$ cat src/rtl/nfbch_pkg.sv
// Package for the navigation subframe BCH(15,11) interleave encoder.
// Transaction types, state encoding, divisor constants and encode functions.
// No dependencies; used by the divider, the encoder top and its testbench.
`default_nettype none

package nfbch_pkg;

    typedef struct packed {
        logic        mode;
        logic [11:0] table_addr;
        logic [21:0] table_word;
        logic [29:0] ms_of_week;
        logic [5:0]  sat_id;
    } t_in_item;

    typedef struct packed {
        logic [29:0] code_word;
        logic [3:0]  word_index;
        logic        last;
        logic        bad_satellite;
    } t_result;

    localparam int DIVIDEND_W = 30;
    localparam int DIVISOR_W  = 10;
    localparam int BASE_W     = 12;
    localparam int SOW_W      = 20;

    typedef struct packed {
        logic                  start;
        logic [DIVIDEND_W-1:0] dividend;
        logic [DIVISOR_W-1:0]  divisor;
    } t_div_req;

    typedef struct packed {
        logic                  done;
        logic [DIVIDEND_W-1:0] quotient;
        logic [DIVISOR_W-1:0]  remainder;
    } t_div_rsp;

    typedef enum logic [3:0] {
        ST_CLEAR,
        ST_IDLE,
        ST_DIV_START,
        ST_DIV_WAIT,
        ST_BASE,
        ST_WORD0,
        ST_READ,
        ST_EMIT,
        ST_BAD
    } t_state;

    localparam logic MODE_WRITE   = 1'b0;
    localparam logic MODE_REQUEST = 1'b1;

    localparam logic [29:0] WEEK_MS  = 30'd604800000;
    localparam logic [10:0] PREAMBLE = 11'h712;

    localparam logic [DIVISOR_W-1:0] DIV_MS_D1    = 10'd1000;
    localparam logic [DIVISOR_W-1:0] DIV_SUB_D1   = 10'd6;
    localparam logic [DIVISOR_W-1:0] DIV_SUBFRAMES = 10'd5;
    localparam logic [DIVISOR_W-1:0] DIV_PAGES_D1 = 10'd24;
    localparam logic [DIVISOR_W-1:0] DIV_MS_D2    = 10'd600;
    localparam logic [DIVISOR_W-1:0] DIV_PAGES_D2 = 10'd10;

    localparam logic [1:0] PASS_LAST_D1 = 2'd3;
    localparam logic [1:0] PASS_LAST_D2 = 2'd2;

    localparam logic [5:0] SAT_D1_LO = 6'd6;
    localparam logic [5:0] SAT_D1_HI = 6'd58;
    localparam logic [5:0] SAT_D2_LO_HI = 6'd5;
    localparam logic [5:0] SAT_D2_HI_OFS = 6'd54;

    localparam logic [BASE_W-1:0] D1_ROW_WORDS = 12'd27;
    localparam logic [BASE_W-1:0] D1_SUB_WORDS = 12'd9;
    localparam logic [BASE_W-1:0] ALM_PAGES    = 12'd24;
    localparam logic [BASE_W-1:0] ALM_WORDS    = 12'd432;
    localparam logic [BASE_W-1:0] D2_ROW_WORDS = 12'd40;
    localparam logic [BASE_W-1:0] D2_PAGE_WORDS = 12'd4;

    localparam logic [3:0] D1_NWORDS = 4'd9;
    localparam logic [3:0] D2_NWORDS = 4'd4;
    localparam logic [3:0] LAST_IDX  = 4'd9;

    localparam logic [14:0] BCH_MASK [4] = '{15'h7ac0, 15'h3d60, 15'h1eb0, 15'h7590};

    function automatic logic [3:0] bch_parity(input logic [10:0] info);
        logic [14:0] w;
        logic [3:0]  p;
        w = {info, 4'b0000};
        for (int k = 0; k < 4; k++) begin
            p[3-k] = ^(w & BCH_MASK[k]);
        end
        return p;
    endfunction

    function automatic logic [29:0] encode_word(input logic [21:0] w);
        logic [14:0] hi;
        logic [14:0] lo;
        logic [29:0] r;
        hi = {w[21:11], bch_parity(w[21:11])};
        lo = {w[10:0], bch_parity(w[10:0])};
        for (int k = 0; k < 15; k++) begin
            r[2*k+1] = hi[k];
            r[2*k]   = lo[k];
        end
        return r;
    endfunction

    function automatic logic [29:0] encode_first(input logic [2:0] sub,
                                                 input logic [7:0] sow_hi);
        return {PREAMBLE, 4'b0000, sub, sow_hi, bch_parity({sub, sow_hi})};
    endfunction

endpackage

`default_nettype wire

$ cat src/rtl/nfbch_sdiv.sv
// Bit-serial restoring divider: 30-bit dividend by a 10-bit constant divisor.
// One quotient bit per cycle. Depends on nfbch_pkg.
`default_nettype none

module nfbch_sdiv (
    input  wire logic              i_clk,
    input  wire logic              i_rst_n,
    input  wire nfbch_pkg::t_div_req i_req,
    output nfbch_pkg::t_div_rsp    o_rsp
);

    localparam int CNT_W = $clog2(nfbch_pkg::DIVIDEND_W);

    logic                                r_run;
    logic                                r_done;
    logic [CNT_W-1:0]                    r_cnt;
    logic [nfbch_pkg::DIVIDEND_W-1:0]    r_quo;
    logic [nfbch_pkg::DIVISOR_W-1:0]     r_rem;
    logic [nfbch_pkg::DIVISOR_W-1:0]     r_dvs;
    logic [nfbch_pkg::DIVISOR_W:0]       trial;
    logic                                fits;

    assign trial = {r_rem, r_quo[nfbch_pkg::DIVIDEND_W-1]};
    assign fits  = trial >= {1'b0, r_dvs};

    always_ff @(posedge i_clk) begin
        if (!i_rst_n) begin
            r_run  <= 1'b0;
            r_done <= 1'b0;
            r_cnt  <= '0;
        end else begin
            r_done <= 1'b0;
            if (i_req.start) begin
                r_run <= 1'b1;
                r_cnt <= '0;
            end else if (r_run) begin
                r_cnt <= r_cnt + 1'b1;
                if (r_cnt == CNT_W'(nfbch_pkg::DIVIDEND_W - 1)) begin
                    r_run  <= 1'b0;
                    r_done <= 1'b1;
                end
            end
        end
    end

    always_ff @(posedge i_clk) begin
        if (i_req.start) begin
            r_quo <= i_req.dividend;
            r_rem <= '0;
            r_dvs <= i_req.divisor;
        end else if (r_run) begin
            r_quo <= {r_quo[nfbch_pkg::DIVIDEND_W-2:0], fits};
            r_rem <= fits ? nfbch_pkg::DIVISOR_W'(trial - {1'b0, r_dvs})
                          : trial[nfbch_pkg::DIVISOR_W-1:0];
        end
    end

    assign o_rsp.done      = r_done;
    assign o_rsp.quotient  = r_quo;
    assign o_rsp.remainder = r_rem;

`ifndef SYNTHESIS
    a_done_after_run: assert property (@(posedge i_clk) disable iff (!i_rst_n)
        r_done |-> $past(r_run))
        else $error("divider done without a running division");
    a_rem_below_divisor: assert property (@(posedge i_clk) disable iff (!i_rst_n)
        r_done |-> (r_rem < r_dvs))
        else $error("divider remainder not below divisor");
    a_no_start_while_run: assert property (@(posedge i_clk) disable iff (!i_rst_n)
        r_run |-> !i_req.start)
        else $error("divider restarted while running");
`endif

endmodule

`default_nettype wire

$ cat config.mk
export PLATFORM = sky130hd
export DESIGN_NAME = nfbch_sdiv
export DESIGN_NICKNAME = d
export VERILOG_FILES = /design/src/rtl/nfbch_pkg.sv /design/src/rtl/nfbch_sdiv.sv
export SDC_FILE = /design/constraint.sdc
export NUM_CORES = 1
export LEC_CHECK = 0
export BUFFER_PORTS_ARGS = -buffer_cell sky130_fd_sc_hd__buf_2
export CORE_UTILIZATION = 56
export DETAILED_ROUTE_END_ITERATION = 10
export PLACE_DENSITY = 0.9
export SYNTH_ARGS = -nofsm -noshare
export SYNTH_HDL_FRONTEND = slang
export SYNTH_SLANG_ARGS = --single-unit
$ cat constraint.sdc
create_clock -name i_clk -period 3.4 [get_ports i_clk]
set_input_delay 0.85 -clock i_clk [delete_from_list [all_inputs] [get_ports i_clk]]
set_output_delay 0.85 -clock i_clk [all_outputs]
set_load 0.005 [all_outputs]
; Word level (Yosys, flattened, before mapping)
; Cells that the tools add are included.
[word_totals]
in_bits = 43
ff_bits = 57
wordCells = 22
output_inout_bits = 41
[classes]
eq_ne = 1
n_addsub = 2
n_lt_le_gt_ge = 1
n_reduce_logical = 3
n_mux = 7
n_bitwise = 2
[ops]
columns = operator, n
row1 = 30-bit two-way mux, 2
row2 = 11-bit by 10-bit greater-or-equal comparator with 1-bit output, 1
row3 = 10-bit two-way mux, 1
row4 = 10-bit subtractor, 1
row5 = 5-bit by 1-bit adder with 5-bit output (second input constant), 1
row6 = 5-bit == test (second input constant), 1
row7 = 1-bit two-way mux, 4
row8 = 3-bit OR reduction, 1
row9 = 1-bit NOT, 2
row10 = 2-bit nonzero test, 1
row11 = 2-bit OR reduction, 1

; Logic depth before layout (Yosys ltp)
; Gate-level depths: netlist (run 1).
[depth]
ltp_word = 4
depth_mapped = 10

; Worst setup path after synthesis (run 1)
; No wires, ideal clock.
[synth_timing]
path_type = flip-flop to flip-flop
from = register r_quo[29] (netlist name)
to = register r_rem[8] (netlist name)
arrival_time_ns = 2.008
path_buffers = 0
stages_incl_launch_ff = 11
setup_slack_ns = 1.262
required_ns = 3.269
setup_ns = 0.131
period_less_slack_ns = 2.138
path_cell_list = edfxtp_1 > inv_1 > ha_1 > inv_1 > fa_1 > nand3_1 > a21oi_1 > o31a_2 > or3_1 > nand3_1 > a311oi_1
[synth_via]
elab_chain_len = 2
[synth_lines]
columns = element, line_no
row1 = start: declaration, nfbch_sdiv.sv:17  ; logic [nfbch_pkg::DIVIDEND_W-1:0] r_quo;
row2 = start signal: assignment, nfbch_sdiv.sv:48  ; r_quo <= i_req.dividend;
row3 = start signal: assignment, nfbch_sdiv.sv:52  ; r_quo <= {r_quo[nfbch_pkg::DIVIDEND_W-2:0], fits};
row4 = 10-bit subtractor or 11-bit by 10-bit greater-or-equal comparator with 1-bit output (tied branches), "nfbch_sdiv.sv:53, nfbch_sdiv.sv:24"
row5 = 10-bit two-way mux (*), nfbch_sdiv.sv:53  ; r_rem <= fits ? nfbch_pkg::DIVISOR_W'(trial - {1'b0, r_dvs})
row6 = end signal: assignment, nfbch_sdiv.sv:53
row7 = end: declaration, nfbch_sdiv.sv:18  ; logic [nfbch_pkg::DIVISOR_W-1:0] r_rem;
; Mark *: on every way between the ends. The rest lies on a longest branch, timed or not.
; A chain may end at the register's enable or synchronous reset.

; Final worst setup path (run 1)
; Same ends and word-level chain as after synthesis.

==> results.yml, run 1 <==
clock_network:
  cts_root_buffer: "clkbuf_8"
  postCtsSetupBuffers: 0
  post_cts_resized: 0
  clk_pin_slew_worst_paths_ns: 0.06
  clkLatencyLatePin_ns: 0.33
  clock_sinks: 57
  htree_levels: 3
  cts_hold_buffers: 0
  cts_tree: "done"
  numCtsBuffers: 9
  cts_max_path_buffers: 2
synthesis:
  ys_seq_area_share_pct: 53.9
  async_reset_ff_share_pct: 0
  avgSynthCellArea_um2: 12.5
  yosys_warnings: 0
  synth_edf_count: 40
  synth-seq-cells: 57
  ys_types: 43
  synth_cells: 228
  synth_nets: 284
  synth_flop_cell: "edfxtp_1"
  synth_area_um2: 2860
floorplan:
  die_width_um: 73.5
  core_um2: 4820
  io_pins: 84
  die_area_um2: 5390
  rows: 25
  initial_utilization_pct: 59.4
  die_y_um: 73.5
finish:
  n_fill_cell: 359
  final_util_pct: 72.2
  fin_nets: 369
  fin_cells: 383
  syn_to_final_growth_pct: 21.7
  antennaDiodeCount: 0
  layout-drive-gt1-share_pct: 43.4
setup_path:
  arrival_ns: 2.50
  cp-end-kind: "register"
  path_class: "reg2reg"
  cp_max_fo: 3
  required_ns: 3.59
  cp-start-kind: "register"
  regToRegSetupSlack_ns: 1.09
pwr:
  leakage_nw: 1.53
  finalPower_mw: 1.84
  ir_drop_uv: 285
  powerDensity_nw_per_um2: 530
sta:
  finalWorstSetupSlack_ns: 1.09
  min_period_ns: 2.31
  worst_pin_slew_ns: 0.603
  setup_viol: 0
  hold_viol_final: 0
  fmax_mhz: 432
  clock_skew_ns: 0.00712
  slew_viol_final: 0
  rsz0062_at_grt: "no"
  relSlewSlack_pct: 59.8
  fin_crit_sh_pct: 68.0
  tns_ns: 0
placed_design:
  port_buffers: 83
  dp_worst_setup_slack_ns: 1.08
  gp_congestion: 0.887
  dp_hpwl_mm: 4.22
  dp.cells: 369
routing:
  vias_per_cell: 5.36
  drc: 0
  drt_wl_total_mm: 5.92
  antenna_left: 0
  drt-initial-drc-count: 112
  vias: 2052
  wl_per_cell_um: 15.5
  dr.pass1.iters: 4
grt:
  grt_overflow: 0
  grt_pass1_wl_mm: 9.56
  track_usage_pct: 24.4
  antenna_found_initial: 0
  grt_max_degree: 51
  grt_pass1_vias: 2040
outcome:
  outcome: "completed"
hold_path:
  hold_class: "reg2reg"
flow_run:
  maxCapViolations: 0
stage by stage:
stage | instance area, µm² | hold slack [ns]
finish | 3480 | 0.517
global route | 3480 | 0.541
CTS | 3480 | 0.516
detailed placement | 3280 | 0.507
global placement | 3280 | 0.487
floorplan | 2860 | 0.465
worst paths after layout:
check	cells past startpoint	start	endpoint
hold reg to reg	2	r_cnt[1]	r_cnt[1]
hold / removal	2	r_cnt[1]	r_cnt[1]
setup reg to reg	10	r_quo[29]	r_rem[8]
setup / recovery	10	r_quo[29]	r_rem[8]
final cells by class:
cell class                      instances  area (µm²)  share of cell area (%)
Clock inverter                          5        72.6                    2.09
Inverter                               15        56.3                    1.62
Tap cell                               67        83.8                    2.41
Timing Repair Buffer                   86         438                    12.6
Multi-Input combinational cell        144        1160                    33.4
Sequential cell                        57        1540                    44.3
Clock buffer                            9         124                    3.56
where the power goes:
part | total [mW] | switching, mW | internal [mW]
registers | 0.855 | 0.0363 | 0.818
clock network | 0.651 | 0.253 | 0.398
logic | 0.339 | 0.177 | 0.162
flip-flops by register name, summed over array words and instances, names as in the netlist:
signal and cells:
r_done 1, r_cnt 5, r_quo 30, r_rem 10
r_run 1, r_dvs 10
synthesized netlist by cell type (all sizes together) (2+ instances only):
cell type | count | area, µm²
a211oi | 8 | 60.1
a21o | 4 | 31.3
a21oi | 6 | 30.0
a31oi | 3 | 18.8
and3 | 2 | 17.5
buf | 8 | 72.6
clkbuf | 4 | 25.0
dfxtp | 17 | 340
edfxtp | 40 | 1200
ha | 12 | 150
inv | 15 | 56.3
mux2 | 30 | 338
mux2i | 4 | 40.0
nand2 | 11 | 41.3
nand3 | 8 | 50.1
nand4 | 5 | 31.3
nor2 | 17 | 63.8
nor2b | 4 | 27.5
o21ai | 2 | 10.0
o22ai | 2 | 12.5
o31a | 2 | 20.0
o41ai | 2 | 25.0
or3 | 2 | 12.5
xnor2 | 2 | 17.5
xor2 | 8 | 70.1
worst max-delay path, stage by stage, from the launching register on:
cell      delay (ns)
edfxtp_1        0.41
inv_1           0.08
ha_1            0.18
inv_1           0.06
fa_1            0.41
nand3_1         0.13
a21oi_1         0.08
o31a_2          0.33
or3_1           0.31
nand3_1         0.09
a311oi_1        0.10
layout by cell type, fill, tap and decap left out, drive strengths merged, types with 2 or more instances in the layout:
master  Yosys  routed
o31a        2       2
bufinv      0       2
clkbuf      4       9
a21oi       6       6
xor2        8       8
clkinv      0       3
ha         12      12
a211oi      8       8
nand3       8       8
dfxtp      17      17
nand4       5       5
and3        2       2
nand2      11      11
mux2i       4       4
a31oi       3       3
o41ai       2       2
nor2b       4       4
o21ai       2       2
nor2       17      17
or3         2       2
xnor2       2       2
o22ai       2       2
a21o        4       4
inv        15      15
edfxtp     40      40
buf         8      86
mux2       30      30
cell families (layout without fill, tap and decap cells):
logic type,after synthesis,count (layout),share of synthesized area (%)
AO/OA/AOI/OAI,36,36,9.54
XOR/XNOR,10,10,3.06
adder cells (fa/ha/maj),13,13,5.95
buffers and inverters,27,115,5.38
flip-flops,57,57,53.9
multiplexers,34,34,13.2
AND/OR/NAND/NOR,51,51,8.93
layer usage:
| layer | routed length (µm) | global-route usage (%) | part of all wire, % |
|---|---|---|---|
| met5 | 0 | 0 | 0 |
| met3 | 324 | 8.50 | 5.5 |
| met2 | 3150 | 39.3 | 53 |
| met4 | 46 | 9.83 | 0.78 |
| met1 | 2400 | 29.9 | 41 |
No activity file was read; power rests on OpenSTA's default activity.
==> inputs of run 2 (changes only) <==
Settings changed: CORE_UTILIZATION 56 to 52, PLACE_DENSITY 0.9 to 0.84.
Clock period 3.4 ns to 2.3 ns, I/O delays scaled along.
==> run 2 against run 1 <==
Net effect:
- register-to-register slack got worse by 1.0 ns
- maximum frequency rose by 4.6%
- flip-flop and latch count did not move
- hold slack got worse by 0.10 ns
- clock skew barely moved
- final area rose by 1.4%
- sequential power rose by 47%
- die area rose by 7.5%
- sequential share of layout area fell by 0.63 points
- clock-buffer cell count did not move
- utilization fell by 4.4 points
- critical path type unchanged
- highest routed layer unchanged
==> results.yml, run 2 (same netlist as run 1, synthesis figures left out) <==
finish:
  largest_register_ffs: 30
  syn_to_final_growth_pct: 23.5
  top_regs: "r_quo x30, r_dvs x10, r_rem x10"
  multi_input_area_um2: 1180
  register_area_um2: 1540
  antennaDiodeCount: 0
  top_register: "r_quo"
  final_cell_mix: "buf_2 (83), edfxtp_1 (40), mux2_2 (30)"
  layout-drive-gt1-share_pct: 44.7
  final_common_cell: "buf_2"
  fin_nets: 373
  design_area_um2: 3530
  n_fill_cell: 408
grt:
  antenna_found_initial: 0
  grt_pass1_wl_mm: 9.70
  grt_overflow: 0
  track_usage_pct: 21.8
  grt_pass1_vias: 2095
  grt_max_degree: 51
setup_path:
  r2r-start: "r_quo[29]"
  regToRegSetupSlack_ns: 0.09
  reg2reg_to: "r_rem[8]"
  cp_max_fo: 3
  path_class: "reg2reg"
  required_ns: 2.50
  ff2ff_path_depth: 10
  arrival_ns: 2.41
  startpoint: "r_quo[29]"
  cp-start-kind: "register"
  cp-end-kind: "register"
sta:
  setup_viol: 0
  tns_ns: 0
  fin_crit_sh_pct: 96.1
  clock_skew_ns: 0.00670
  fin_hold_ws_ns: 0.413
  min_period_ns: 2.21
  slew_viol_final: 0
  relSlewSlack_pct: 73.6
  hold_viol_final: 0
  finalWorstSetupSlack_ns: 0.0886
  worst_pin_slew_ns: 0.397
  rsz0062_at_grt: "no"
  fmax_mhz: 452
flow_run:
  maxCapViolations: 0
floorplan:
  core_um2: 5200
  die_area_um2: 5800
  initial_utilization_pct: 54.9
  die_width_um: 76.2
  io_pins: 84
  die_y_um: 76.2
  rows: 26
routing:
  drt-initial-drc-count: 112
  vias_per_cell: 5.33
  antenna_left: 0
  drc: 0
  drt_wl_total_mm: 6.02
  dr.pass1.iters: 4
  vias: 2091
  wl_per_cell_um: 15.4
placed_design:
  placed_area_um2: 3310
  dp_hpwl_mm: 4.17
  gp_congestion: 0.869
  port_buffers: 83
  dp_worst_setup_slack_ns: 0.0418
clock_network:
  cts_root_buffer: "clkbuf_8"
  clock_sinks: 57
  cts_max_path_buffers: 2
  numCtsBuffers: 9
  clkLatencyLatePin_ns: 0.33
  htree_levels: 3
  clk_pin_slew_worst_paths_ns: 0.07
  cts_tree: "done"
outcome:
  outcome: "completed"
hold_path:
  whs_path_depth: 1
  hold_class: "in2reg"
  hold_path_end: "r_dvs[0]"
  hold_start: "i_req[0]"
pwr:
  leakage_nw: 1.54
  ir_drop_uv: 568
  finalPower_mw: 2.67
  powerDensity_nw_per_um2: 757
==> run 2: critical path, cell delays in order, from the launching register on <==
cell and delay [ns]:
edfxtp_1 0.40, inv_1 0.07, ha_1 0.18, inv_1 0.06, fa_2 0.35, nand3_1 0.12
a21oi_1 0.08, o31a_2 0.34, or3_1 0.32, nand3_1 0.09, a311oi_1 0.08
==> run 2: cell type report <==
type | count | share of cell area, %
clock buffers | 9 | 3.51
inverters | 15 | 1.60
well taps | 70 | 2.48
clock inverters | 7 | 1.74
flip-flops and latches | 57 | 43.7
multi-input cells | 144 | 33.4
repair buffers | 90 | 13.6
==> run 2: timing repair <==
action	CTS	global route
setup buffers	0	2
endpoints found under the setup margin	0	8
gates resized for setup	0	3
hold buffers	0	0
==> run 2: metal layers <==
layer | vias up | wire [µm] | global-route usage, %
met1 | 999 | 2510 | 27.0
met3 | 11 | 289 | 4.91
met5 | - | 0 | 0
met2 | 51 | 3130 | 36.4
met4 | 0 | 89 | 10.4
li1 | 1030 | - | -
==> run 2: where the power goes <==
| group | switching (mW) | internal (mW) |
|---|---|---|
| logic | 0.274 | 0.259 |
| clock network | 0.393 | 0.486 |
| registers | 0.0517 | 1.21 |
==> run 2: how the worst max path moves through the flow <==
stage	end	slack [ns]	depth (start not counted)
4_1_cts	r_quo[0]	0.005	6
3_3_place_gp	r_rem[8]	0.11	10
5_1_grt	r_rem[6]	0.0009	8
6_report	r_rem[8]	0.09	10
3_5_place_dp	r_rem[8]	0.04	10
2_1_floorplan	r_rem[8]	0.16	10
==> run 2: metrics by stage <==
| step | instances | util (%) |
|---|---|---|
| 6_report | 392 | 67.8 |
| 3_5_place_dp | 374 | 63.7 |
| 3_3_place_gp | 374 | 63.7 |
| 5_1_grt | 392 | 67.8 |
| 4_1_cts | 390 | 67.2 |
| 2_1_floorplan | 228 | - |
==> inputs of run 3 (changes only) <==
Settings changed: CORE_MARGIN from default to 2, MAX_ROUTING_LAYER from default to met4.
==> run 3 against run 2 <==
Net effect:
- routed wire length rose by 5.3%
- register-to-register slack better by 0.02 ns
- via count increased by 3.0%
- die area up 5.3%
- maximum frequency increased by 1.0%
- non-clock buffer count up 2
- power rose by 2.3%
- clock power rose by 4.0%
- final area rose by 1.9%
- critical path type unchanged
- largest cell class unchanged
==> results.yml, run 3 (same netlist as run 1, synthesis figures left out) <==
outcome:
  outcome: "completed"
routing:
  drc: 0
  vias: 2154
  wl_per_cell_um: 16.0
  vias_per_cell: 5.45
  dr.pass1.iters: 4
  antenna_left: 0
  drt-initial-drc-count: 137
  drt_wl_total_mm: 6.34
sta:
  finalWorstSetupSlack_ns: 0.111
  clock_skew_ns: 0.00878
  tns_ns: 0
  fmax_mhz: 457
  worst_pin_slew_ns: 0.383
  hold_viol_final: 0
  slew_viol_final: 0
  fin_crit_sh_pct: 95.2
  relSlewSlack_pct: 74.4
  setup_viol: 0
  min_period_ns: 2.19
clock_network:
  cts_hold_buffers: 0
  cts_root_buffer: "clkbuf_8"
  clkLatencyLatePin_ns: 0.34
  htree_levels: 3
  clk_pin_slew_worst_paths_ns: 0.07
  numCtsBuffers: 9
  cts_max_path_buffers: 2
  clock_sinks: 57
  cts_tree: "done"
finish:
  multi_input_area_um2: 1220
  fin_nets: 376
  final_cell_mix: "buf_2 (83), edfxtp_1 (40), mux2_2 (30)"
  top_regs: "r_quo x30, r_dvs x10, r_rem x10"
  layout-drive-gt1-share_pct: 47.4
  antennaDiodeCount: 0
  syn_to_final_growth_pct: 25.8
  top_register: "r_quo"
  final_common_cell: "buf_2"
  largest_register_ffs: 30
  n_fill_cell: 390
  register_area_um2: 1540
grt:
  antenna_found_initial: 0
  grt_overflow: 0
  grt_pass1_vias: 2135
  grt_max_degree: 39
  track_usage_pct: 21.6
  grt_pass1_wl_mm: 9.79
hold_path:
  hold_class: "in2reg"
  whs_path_depth: 1
  hold_start: "i_req[6]"
  hold_path_end: "r_dvs[6]"
placed_design:
  dp_worst_setup_slack_ns: 0.00578
  gp_congestion: 0.865
  port_buffers: 83
  dp_hpwl_mm: 4.37
floorplan:
  io_pins: 84
  core_um2: 5200
  die_y_um: 78.2
  initial_utilization_pct: 54.9
  rows: 26
  die_area_um2: 6110
  die_width_um: 78.2
setup_path:
  arrival_ns: 2.39
  reg2reg_to: "r_rem[8]"
  regToRegSetupSlack_ns: 0.11
  cp-end-kind: "register"
  path_delay_family: "adder cells"
  r2r-start: "r_quo[29]"
  path_cells: "inv_1 -> ha_2 -> inv_1 -> fa_2 -> nand3_2 -> a21oi_1 -> o31a_2 -> or3_1 -> nand3_1 -> a311oi_1"
  cp_common_cell: "inv_1"
  path_class: "reg2reg"
  path_buf_inv: 2
  critPathMaxStageDelay_ns: 0.39
  required_ns: 2.50
  cp-start-kind: "register"
  cp_max_fo: 2
  ff2ff_path_depth: 10
  cp_slowest_cell: "edfxtp_1"
pwr:
  finalPower_mw: 2.73
  powerDensity_nw_per_um2: 760
  ir_drop_uv: 506
  leakage_nw: 1.57
flow_run:
  maxCapViolations: 0
## run 3: worst max-delay path by stage
stage	start	to	slack, ns	cells past startpoint
after CTS	r_quo[29]	r_rem[8]	0.01	10
after global placement	r_quo[29]	r_rem[8]	0.11	10
after global routing	r_quo[29]	r_rem[8]	-0.03	10
after floorplan	r_quo[29]	r_rem[8]	0.16	10
final	r_quo[29]	r_rem[8]	0.11	10
after detailed placement	r_quo[29]	r_rem[8]	0.006	10
## run 3: per-layer routing
layer  share of wire [%]  global-route usage (%)
met1                  41                    25.6
met2                  50                    33.2
met3                 5.1                    5.40
met4                 3.5                    13.9
met5                   0                       -
## run 3: power by group
| group | internal [mW] | switching (mW) | total (mW) |
|---|---|---|---|
| clock | 0.497 | 0.418 | 0.914 |
| combinational | 0.270 | 0.289 | 0.559 |
| sequential | 1.21 | 0.0515 | 1.26 |
## run 3: timing repair
action,CTS,global route
setup endpoints to repair,2,9
pin swaps,1,2
gates resized for setup,0,10
endpoints found under the hold margin,0,0
gates cloned,0,1
buffers inserted,1,0
## run 3: per-stage QoR
step	util (%)	instance area [µm²]	hold slack (ns)	cells
floorplan	-	2860	0.465	228
global placement	64.1	3340	0.493	377
detailed placement	64.1	3340	0.494	377
CTS	68.0	3540	0.398	394
global route	69.1	3600	0.396	395
finish	69.1	3600	0.411	395
## run 3: final cells by class
type / instances / share of cell area, %
flip-flops and latches: 57 / 42.9
multi-input cells: 145 / 34.0
clock inverters: 7 / 1.95
repair buffers: 92 / 13.8
well taps: 70 / 2.43
inverters: 15 / 1.57
clock buffers: 9 / 3.44
